### config.mk
export PLATFORM = sky130hd
export DESIGN_NAME = coil_polarity_pulse_sequencer_top
export DESIGN_NICKNAME = d
export VERILOG_FILES = /design/src/rtl/cpps_pkg.sv /design/src/rtl/coil_polarity_pulse_sequencer_top.sv /design/src/rtl/cpps_cfg_regs.sv /design/src/rtl/cpps_core.sv /design/src/rtl/cpps_out_skid.sv
export SDC_FILE = /design/constraint.sdc
export NUM_CORES = 1
export LEC_CHECK = 0
export ABC_AREA = 0
export BUFFER_PORTS_ARGS = -buffer_cell sky130_fd_sc_hd__buf_2
export CORE_ASPECT_RATIO = 1.1
export CORE_MARGIN = 2
export CORE_UTILIZATION = 50
export CTS_BUF_LIST = sky130_fd_sc_hd__clkbuf_8
export DETAILED_ROUTE_END_ITERATION = 6
export HOLD_SLACK_MARGIN = 0.06
export PLACE_DENSITY = 0.78
export SLEW_MARGIN = 10
export SYNTH_ARGS = -nofsm -noshare
export SYNTH_HDL_FRONTEND = slang
export SYNTH_SLANG_ARGS = --single-unit
### constraint.sdc
create_clock -name i_clk -period 5.4 [get_ports i_clk]
set_input_delay 0.27 -clock i_clk [delete_from_list [all_inputs] [get_ports i_clk]]
set_output_delay 0.27 -clock i_clk [all_outputs]
set_load 0.01 [all_outputs]
### src/rtl/cpps_pkg.sv
`timescale 1ns / 1ps
// cpps_pkg: shared types, constants and helper functions for the coil
// polarity pulse sequencer. No dependencies.

package cpps_pkg;

    // number of coils actually wired, 2 to 4
    localparam int NUM_COILS = 4;

    localparam int CFG_W      = 18;
    localparam int CFG_ADDR_W = 3;
    localparam int COUNT_W    = 18;

    localparam logic [COUNT_W-1:0] SP_MAX = '1;

    // relay bits of coils that do not exist always read inactive
    localparam logic [3:0] COIL_MASK = 4'((1 << NUM_COILS) - 1);
    localparam logic [1:0] LAST_STEP = 2'(NUM_COILS - 1);

    // register indexes on the configuration port
    localparam logic [CFG_ADDR_W-1:0] CFG_SETUP_WAIT = 3'd0;
    localparam logic [CFG_ADDR_W-1:0] CFG_PULSE      = 3'd1;
    localparam logic [CFG_ADDR_W-1:0] CFG_REST       = 3'd2;
    localparam logic [CFG_ADDR_W-1:0] CFG_DEBOUNCE   = 3'd3;
    localparam logic [CFG_ADDR_W-1:0] CFG_COIL_ORDER = 3'd4;

    typedef enum logic [3:0] {
        PH_IDLE    = 4'd0,
        PH_L_SET1  = 4'd1,
        PH_L_PULSE = 4'd2,
        PH_L_SET2  = 4'd3,
        PH_L_REST  = 4'd4,
        PH_H_SET1  = 4'd5,
        PH_H_PULSE = 4'd6,
        PH_H_SET2  = 4'd7,
        PH_H_REST  = 4'd8
    } t_phase;

    typedef struct packed {
        logic [17:0] setup_wait_us;
        logic [15:0] pulse_us;
        logic [17:0] rest_us;
        logic [17:0] debounce_us;
        logic [7:0]  coil_order;
    } t_cfg;

    typedef struct packed {
        logic [3:0] high_relay_n;
        logic [3:0] low_relay_n;
        logic       pulse_on;
        logic       busy_res;
        logic [1:0] step;
    } t_result;

    function automatic logic [COUNT_W-1:0] f_phase_len(t_phase ph, t_cfg cfg);
        logic [COUNT_W-1:0] len;
        case (ph)
            PH_L_SET1, PH_L_SET2, PH_H_SET1, PH_H_SET2: len = cfg.setup_wait_us;
            PH_L_PULSE, PH_H_PULSE:                     len = {2'b00, cfg.pulse_us};
            PH_L_REST, PH_H_REST:                       len = cfg.rest_us;
            default:                                    len = '0;
        endcase
        return len;
    endfunction

    // first phase at or after start whose length is nonzero, idle if none
    function automatic t_phase f_next_active(logic [3:0] start, t_cfg cfg);
        t_phase res;
        logic   found;
        res   = PH_IDLE;
        found = 1'b0;
        for (int p = 1; p <= 8; p++) begin
            if (!found && start <= 4'(p) &&
                f_phase_len(t_phase'(4'(p)), cfg) != '0) begin
                res   = t_phase'(4'(p));
                found = 1'b1;
            end
        end
        return res;
    endfunction

endpackage

### src/rtl/coil_polarity_pulse_sequencer_top.sv
`timescale 1ns / 1ps
// coil_polarity_pulse_sequencer_top: one tick in, one drive result out.
// The result of a tick is registered in the output register or skid entry.
// Throughput: one tick per cycle; the state update is a single registered pass.
// Input stalls only when both the output register and its skid entry are full.
// Reset (synchronous, active low) restores register defaults, idle phase,
// cleared latch and saturated time-since-press; no clearing pass is needed.
// Depends on cpps_pkg, cpps_cfg_regs, cpps_core, cpps_out_skid.

module coil_polarity_pulse_sequencer_top (
    input  logic                            i_clk,
    input  logic                            i_rst_n,
    input  logic                            i_cfg_we,
    input  logic [cpps_pkg::CFG_ADDR_W-1:0] i_cfg_addr,
    input  logic [cpps_pkg::CFG_W-1:0]      i_cfg_data,
    input  logic                            i_in_valid,
    output logic                            o_in_stall,
    input  logic                            i_button,
    output logic                            o_out_valid,
    input  logic                            i_out_stall,
    output logic [3:0]                      o_high_relay_n,
    output logic [3:0]                      o_low_relay_n,
    output logic                            o_pulse_on,
    output logic                            o_busy_res,
    output logic [1:0]                      o_step
);
    import cpps_pkg::*;

    t_cfg    cfg;
    t_result core_result;
    t_result out_result;
    logic    skid_full;
    logic    accept;

    // a tick transaction is taken whenever the skid entry is free
    assign accept     = i_in_valid && !skid_full;
    assign o_in_stall = skid_full;

    cpps_cfg_regs u_cfg (
        .i_clk      (i_clk),
        .i_rst_n    (i_rst_n),
        .i_cfg_we   (i_cfg_we),
        .i_cfg_addr (i_cfg_addr),
        .i_cfg_data (i_cfg_data),
        .o_cfg      (cfg)
    );

    cpps_core u_core (
        .i_clk    (i_clk),
        .i_rst_n  (i_rst_n),
        .i_accept (accept),
        .i_button (i_button),
        .i_cfg    (cfg),
        .o_result (core_result)
    );

    cpps_out_skid u_out (
        .i_clk       (i_clk),
        .i_rst_n     (i_rst_n),
        .i_push      (accept),
        .i_result    (core_result),
        .i_out_stall (i_out_stall),
        .o_full      (skid_full),
        .o_out_valid (o_out_valid),
        .o_result    (out_result)
    );

    assign o_high_relay_n = out_result.high_relay_n;
    assign o_low_relay_n  = out_result.low_relay_n;
    assign o_pulse_on     = out_result.pulse_on;
    assign o_busy_res     = out_result.busy_res;
    assign o_step         = out_result.step;

endmodule

### src/rtl/cpps_cfg_regs.sv
`timescale 1ns / 1ps
// cpps_cfg_regs: configuration register file with reset defaults.
// Depends on cpps_pkg.

module cpps_cfg_regs (
    input  logic                            i_clk,
    input  logic                            i_rst_n,
    input  logic                            i_cfg_we,
    input  logic [cpps_pkg::CFG_ADDR_W-1:0] i_cfg_addr,
    input  logic [cpps_pkg::CFG_W-1:0]      i_cfg_data,
    output cpps_pkg::t_cfg                  o_cfg
);
    import cpps_pkg::*;

    t_cfg r_cfg;

    always_ff @(posedge i_clk) begin
        if (!i_rst_n) begin
            r_cfg.setup_wait_us <= 18'd49900;
            r_cfg.pulse_us      <= 16'd200;
            r_cfg.rest_us       <= 18'd150000;
            r_cfg.debounce_us   <= 18'd200000;
            r_cfg.coil_order    <= 8'd177;
        end else if (i_cfg_we) begin
            case (i_cfg_addr)
                CFG_SETUP_WAIT: r_cfg.setup_wait_us <= i_cfg_data;
                CFG_PULSE:      r_cfg.pulse_us      <= i_cfg_data[15:0];
                CFG_REST:       r_cfg.rest_us       <= i_cfg_data;
                CFG_DEBOUNCE:   r_cfg.debounce_us   <= i_cfg_data;
                CFG_COIL_ORDER: r_cfg.coil_order    <= i_cfg_data[7:0];
                default: begin
                end
            endcase
        end
    end

    assign o_cfg = r_cfg;

endmodule

### src/rtl/cpps_core.sv
`timescale 1ns / 1ps
// cpps_core: sequencer state (phase, phase counter, order index, press latch,
// time since press) and the per-tick result. Depends on cpps_pkg.

module cpps_core (
    input  logic              i_clk,
    input  logic              i_rst_n,
    input  logic              i_accept,
    input  logic              i_button,
    input  cpps_pkg::t_cfg    i_cfg,
    output cpps_pkg::t_result o_result
);
    import cpps_pkg::*;

    t_phase             r_phase, n_phase;
    logic [COUNT_W-1:0] r_count, n_count;
    logic [1:0]         r_step, n_step;
    logic               r_latched, n_latched;
    logic [COUNT_W-1:0] r_since, n_since;

    logic [COUNT_W-1:0] since_inc;
    logic [COUNT_W-1:0] count_inc;
    logic               press;
    t_phase             seq_next;
    logic [1:0]         step_inc;
    logic [1:0]         coil;
    logic [3:0]         coil_bit;

    // next state
    always_comb begin
        since_inc = (r_since == SP_MAX) ? SP_MAX : r_since + 1'b1;
        count_inc = r_count + 1'b1;
        step_inc  = (r_step == LAST_STEP) ? 2'd0 : r_step + 2'd1;
        press     = i_button && !r_latched &&
                    (since_inc > i_cfg.debounce_us || since_inc == SP_MAX);
        seq_next  = PH_IDLE;

        n_phase   = r_phase;
        n_count   = r_count;
        n_step    = r_step;
        n_latched = r_latched;
        n_since   = since_inc;

        if (r_phase == PH_IDLE) begin
            if (i_button) begin
                if (press) begin
                    // zero-length phases are skipped on the press tick
                    seq_next  = f_next_active(4'(PH_L_SET1), i_cfg);
                    n_latched = 1'b1;
                    n_since   = '0;
                    n_phase   = seq_next;
                    n_count   = '0;
                    if (seq_next == PH_IDLE) begin
                        n_step = step_inc;
                    end
                end
            end else begin
                n_latched = 1'b0;
            end
        end else begin
            if (count_inc >= f_phase_len(r_phase, i_cfg)) begin
                seq_next = f_next_active(4'(r_phase) + 4'd1, i_cfg);
                n_phase  = seq_next;
                n_count  = '0;
                if (seq_next == PH_IDLE) begin
                    n_step = step_inc;
                end
            end else begin
                n_count = count_inc;
            end
        end
    end

    // result from the updated state
    always_comb begin
        coil     = i_cfg.coil_order[{n_step, 1'b0} +: 2];
        coil_bit = ({1'b0, coil} < 3'(NUM_COILS)) ? (4'd1 << coil) : 4'd0;

        o_result.high_relay_n = 4'hF;
        o_result.low_relay_n  = 4'hF;
        if (n_phase inside {PH_L_SET1, PH_L_PULSE, PH_L_SET2}) begin
            o_result.low_relay_n = 4'hF & ~coil_bit;
        end
        if (n_phase inside {PH_H_SET1, PH_H_PULSE, PH_H_SET2}) begin
            o_result.high_relay_n = 4'hF & ~coil_bit;
        end
        o_result.high_relay_n = o_result.high_relay_n | ~COIL_MASK;
        o_result.low_relay_n  = o_result.low_relay_n | ~COIL_MASK;
        o_result.pulse_on     = (n_phase == PH_L_PULSE) || (n_phase == PH_H_PULSE);
        o_result.busy_res     = (n_phase != PH_IDLE);
        o_result.step         = n_step;
    end

    always_ff @(posedge i_clk) begin
        if (!i_rst_n) begin
            r_phase   <= PH_IDLE;
            r_count   <= '0;
            r_step    <= 2'd0;
            r_latched <= 1'b0;
            r_since   <= SP_MAX;
        end else if (i_accept) begin
            r_phase   <= n_phase;
            r_count   <= n_count;
            r_step    <= n_step;
            r_latched <= n_latched;
            r_since   <= n_since;
        end
    end

    a_idle_count_zero: assert property (@(posedge i_clk) disable iff (!i_rst_n)
        (r_phase == PH_IDLE) |-> (r_count == '0))
        else $error("phase counter nonzero while idle");

    a_low_clears_latch: assert property (@(posedge i_clk) disable iff (!i_rst_n)
        (i_accept && r_phase == PH_IDLE && !i_button) |=> !r_latched)
        else $error("low button while idle did not clear the latch");

    a_step_at_end: assert property (@(posedge i_clk) disable iff (!i_rst_n)
        !$stable(r_step) |-> (r_phase == PH_IDLE))
        else $error("order index moved while a sequence still runs");

    a_hold_without_tick: assert property (@(posedge i_clk) disable iff (!i_rst_n)
        !i_accept |=> ($stable(r_phase) && $stable(r_count) && $stable(r_since)))
        else $error("state moved without a tick");

endmodule

### src/rtl/cpps_out_skid.sv
`timescale 1ns / 1ps
// cpps_out_skid: output register plus one skid entry, so a new tick is taken
// while a result waits. Depends on cpps_pkg.

module cpps_out_skid (
    input  logic              i_clk,
    input  logic              i_rst_n,
    input  logic              i_push,
    input  cpps_pkg::t_result i_result,
    input  logic              i_out_stall,
    output logic              o_full,
    output logic              o_out_valid,
    output cpps_pkg::t_result o_result
);
    import cpps_pkg::*;

    logic    r_out_valid;
    logic    r_skid_valid;
    t_result r_out;
    t_result r_skid;
    logic    pop;

    assign pop = r_out_valid && !i_out_stall;

    always_ff @(posedge i_clk) begin
        if (!i_rst_n) begin
            r_out_valid  <= 1'b0;
            r_skid_valid <= 1'b0;
        end else if (r_skid_valid) begin
            if (pop) begin
                r_skid_valid <= 1'b0;
            end
        end else if (i_push) begin
            if (r_out_valid && !pop) begin
                r_skid_valid <= 1'b1;
            end else begin
                r_out_valid <= 1'b1;
            end
        end else if (pop) begin
            r_out_valid <= 1'b0;
        end
    end

    always_ff @(posedge i_clk) begin
        if (r_skid_valid) begin
            if (pop) begin
                r_out <= r_skid;
            end
        end else if (i_push) begin
            if (r_out_valid && !pop) begin
                r_skid <= i_result;
            end else begin
                r_out <= i_result;
            end
        end
    end

    assign o_full      = r_skid_valid;
    assign o_out_valid = r_out_valid;
    assign o_result    = r_out;

    a_skid_behind_out: assert property (@(posedge i_clk) disable iff (!i_rst_n)
        r_skid_valid |-> r_out_valid)
        else $error("skid entry held with empty output register");

    a_stalled_push_skids: assert property (@(posedge i_clk) disable iff (!i_rst_n)
        (i_push && !r_skid_valid && r_out_valid && !pop) |=> r_skid_valid)
        else $error("transaction lost behind a stalled output");

    a_skid_drains: assert property (@(posedge i_clk) disable iff (!i_rst_n)
        (r_skid_valid && pop) |=> (!r_skid_valid && r_out_valid))
        else $error("skid entry not moved to the output register");

endmodule
==> results.cfg <==
[power]
switching_share = 0.3455
p_leak_nw = 3.509
pwr-share-comb = 0.274
powerDensity_nw_per_um2 = 316.2
seq_power_share = 0.443
pwr-share-clk = 0.284
power_mw = 2.809
switching_power_mw = 0.9707
ir_worst_vdd_mv = 0.1685
p_int_mw = 1.839

[cts]
htreeDepth = 4
cts.sinks = 147
cts_buffers = 17
clock_path_buffers = 2
clk_transition_reported_paths_ns = 0.08
cts_setup_buffers = 0
cts_root_buffer = clkbuf_8
postCtsHoldBufs = 0
cts_resized = 0
cts_tree = yes
insertion_delay_ns = 0.48

[floorplanning]
ioPinCount = 41
core_area_sq_um = 16250
die_area_sq_um = 17540
die_y_microns = 138.7
die_w_microns = 126.5
start_util = 0.5077
row_count = 49

[synthesis]
synth-edff-count = 24
ys_ff_latch = 147
seq_area_frac_synth = 0.3859
yosysTopAreaCellShare = 0.2985
yosysTopAreaCell = dfxtp_1
syn_area_sq_um = 8248
yosysUniqueCellTypes = 74
synthTopCellsByArea = dfxtp_1 (30%), nand2_1 (9.9%), edfxtp_1 (8.7%), ha_1 (6.7%), a21boi_0 (4.8%)
synthCells = 992
synth-main-ff-cell = dfxtp_1
ys_async_sr_fraction = 0
synthesis.nets = 1063
yosysWarnings = 0
postSynthAreaPerCell_sq_um = 8.314

[place]
place_area_sq_um = 8524
pre_cts_slack_ns = 0.3824
dp.cells = 1184
port_buffers = 40
gp_congestion = 0.9443
dp.final_hpwl_microns = 14630

[critical_path]
required_ns = 5.59
cp_slowest_stage_delay_ns = 0.43
cp_common_cell = and3_1
arrival_ns = 5.22
worst_setup_path_start_kind = register
crit_slowest_cell = dfxtp_1
worstSetupEndpointType = register
crit_type = register to register
crit_chain = nand3_1 -> nor2_1 -> and3_1 -> and3_1 -> and3_1 -> and3_1 -> nand3_1 -> xnor2_1 -> ha_1 -> nand4_1 -> nor3_1 -> o31ai_1 -> a32oi_1 -> o21ai_1 -> o21ai_1 -> mux2i_2 -> buf_4 -> clkinv_2 -> a211oi_2 -> or2_4 -> a32oi_1
path_max_fanout = 8

[grt]
grt_usage = 0.2387
grt_pass1_vias = 6704
grt_pass1_wl_microns = 34200
grt_max_degree = 101
antenna_found_initial = 0
grt_overflow = 0

[run_status]
violations = design-rule violations
status = complete, but fails checks

[layout]
area_delta_synth_final_pct = 7.706
design_area_sq_um = 8884
layout.nets = 1070
drive_gt1_frac = 0.1028
postLayoutCoreUtil = 0.5468
diodes = 0
instances_no_fill = 1216

[drt]
viasPerCell = 5.979
wl_met1_microns = 9169
highest_layer = met4
drtPass1Iterations = 7
drt_iter0_markers = 1036
wl_met3_microns = 1205
vias = 7271
wl_per_cell_microns = 17.00
wirelength_microns = 20670
antenna_left = 0
met2WireLength_microns = 9872
drc = 15

[sta]
fmax_mhz = 198.8
rsz0062_at_grt = no
period_needed_ns = 5.030
finalHoldViolCount = 0
maxSlewHeadroom = 0.2539
timing.hold.ws_ns = 0.07727
setup_tns_ns = 0
fin_skew_ns = 0.01333
finalWorstSetupSlack_ns = 0.3700
slew_viol_final = 0
period_share = 0.9315
worstMarginPinSlew_ns = 1.115
setup_violations = 0

[flow_run]
maxCapViolCount = 0

[worst_hold_path]
hold_path_class = input pin to register
==> area by class of cell <==
cell class	instances	area [sq um]
Sequential cell	147	3183
Clock buffer	17	234.0
Multi-Input combinational cell	745	4678
Timing Repair Buffer	49	267.8
Inverter	39	147.6
Clock inverter	15	117.6
Tap cell	204	255.2
Fill cell	1472	7363
==> flip-flops by register name, summed over array words and instances, names as in the netlist <==
register / flops
u_core.r_phase: 4
u_out.r_skid: 12
u_core.r_step: 2
u_core.r_count: 18
u_out.o_full: 1
u_core.r_latched: 1
u_cfg.o_cfg: 78
u_out.o_out_valid: 1
u_core.r_since: 18
u_out.o_result: 12
==> cell usage after synthesis, drive strengths merged, types with 22 or more instances <==
master and count:
a22oi 30, a21boi 54, o21ai 25, a21oi 22
nor2 49, clkbuf 55, dfxtp 123, ha 44
nand2 218, inv 38, nand3 57, edfxtp 24
==> layer usage <==
layer,global-route usage,vias to the layer above
met5,0,-
met4,0.08444,0
met3,0.05093,46
met2,0.3825,256
met1,0.3187,3408
li1,-,3561
==> worst paths after layout <==
check / startpoint / to / slack (ns) / cells after the start
hold reg to reg: u_cfg.o_cfg[20] / u_cfg.o_cfg[20] / 0.47 / 2
setup / recovery: u_core.r_count[0] / u_out.o_result[10] / 0.37 / 21
setup reg to reg: u_core.r_count[0] / u_out.o_result[10] / 0.37 / 21
hold / removal: i_in_valid / u_out.o_full / 0.08 / 3
==> cells by family after synthesis <==
family                   share of synthesized area
AND/OR/NAND/NOR                             0.2482
AO/OA/AOI/OAI                               0.2010
flip-flops                                  0.3859
buffers and inverters                      0.04778
adder cells (fa/ha/maj)                    0.06675
XOR/XNOR                                   0.03398
multiplexers                               0.01638
==> power by group through the flow <==
| stage | Clock, mW | Sequential (mW) | Combinational, mW |
|---|---|---|---|
| final | 0.797 | 1.24 | 0.769 |
| after global routing | 0.859 | 1.25 | 0.861 |
| after CTS | 0.805 | 1.24 | 0.758 |
| after global placement | 0 | 1.26 | 0.732 |
| after detailed placement | 0 | 1.27 | 0.749 |
| after floorplan | 0 | 1.25 | 0.583 |
==> layout by cell type (no fill, tap or decap), types with 7 or more instances in the layout <==
cell type,count
a21boi_0,53
and2_1,14
o211ai_1,12
xor2_1,17
nand2_1,218
a211oi_1,7
clkbuf_8,17
nor2_1,48
dfxtp_1,123
nand2b_1,9
inv_1,41
nor4_1,12
nor2b_1,18
a22oi_1,30
nand3_1,56
edfxtp_1,24
buf_4,9
o21ai_0,22
and3_1,18
ha_1,44
nand4_1,13
xnor2_1,15
a222oi_1,16
a21oi_1,22
a32oi_1,10
buf_2,40
==> worst max-delay path: cells and delay by family (launching register included) <==
kind / cells / cell delay (ns)
AND/OR/NAND/NOR: 10 / 2.06
AO/OA/AOI/OAI: 6 / 1.26
flip-flops: 1 / 0.43
adder cells (fa/ha/maj): 1 / 0.32
buffers and inverters: 2 / 0.26
multiplexers: 1 / 0.23
XOR/XNOR: 1 / 0.17
Power figures use the tool's default switching activity.
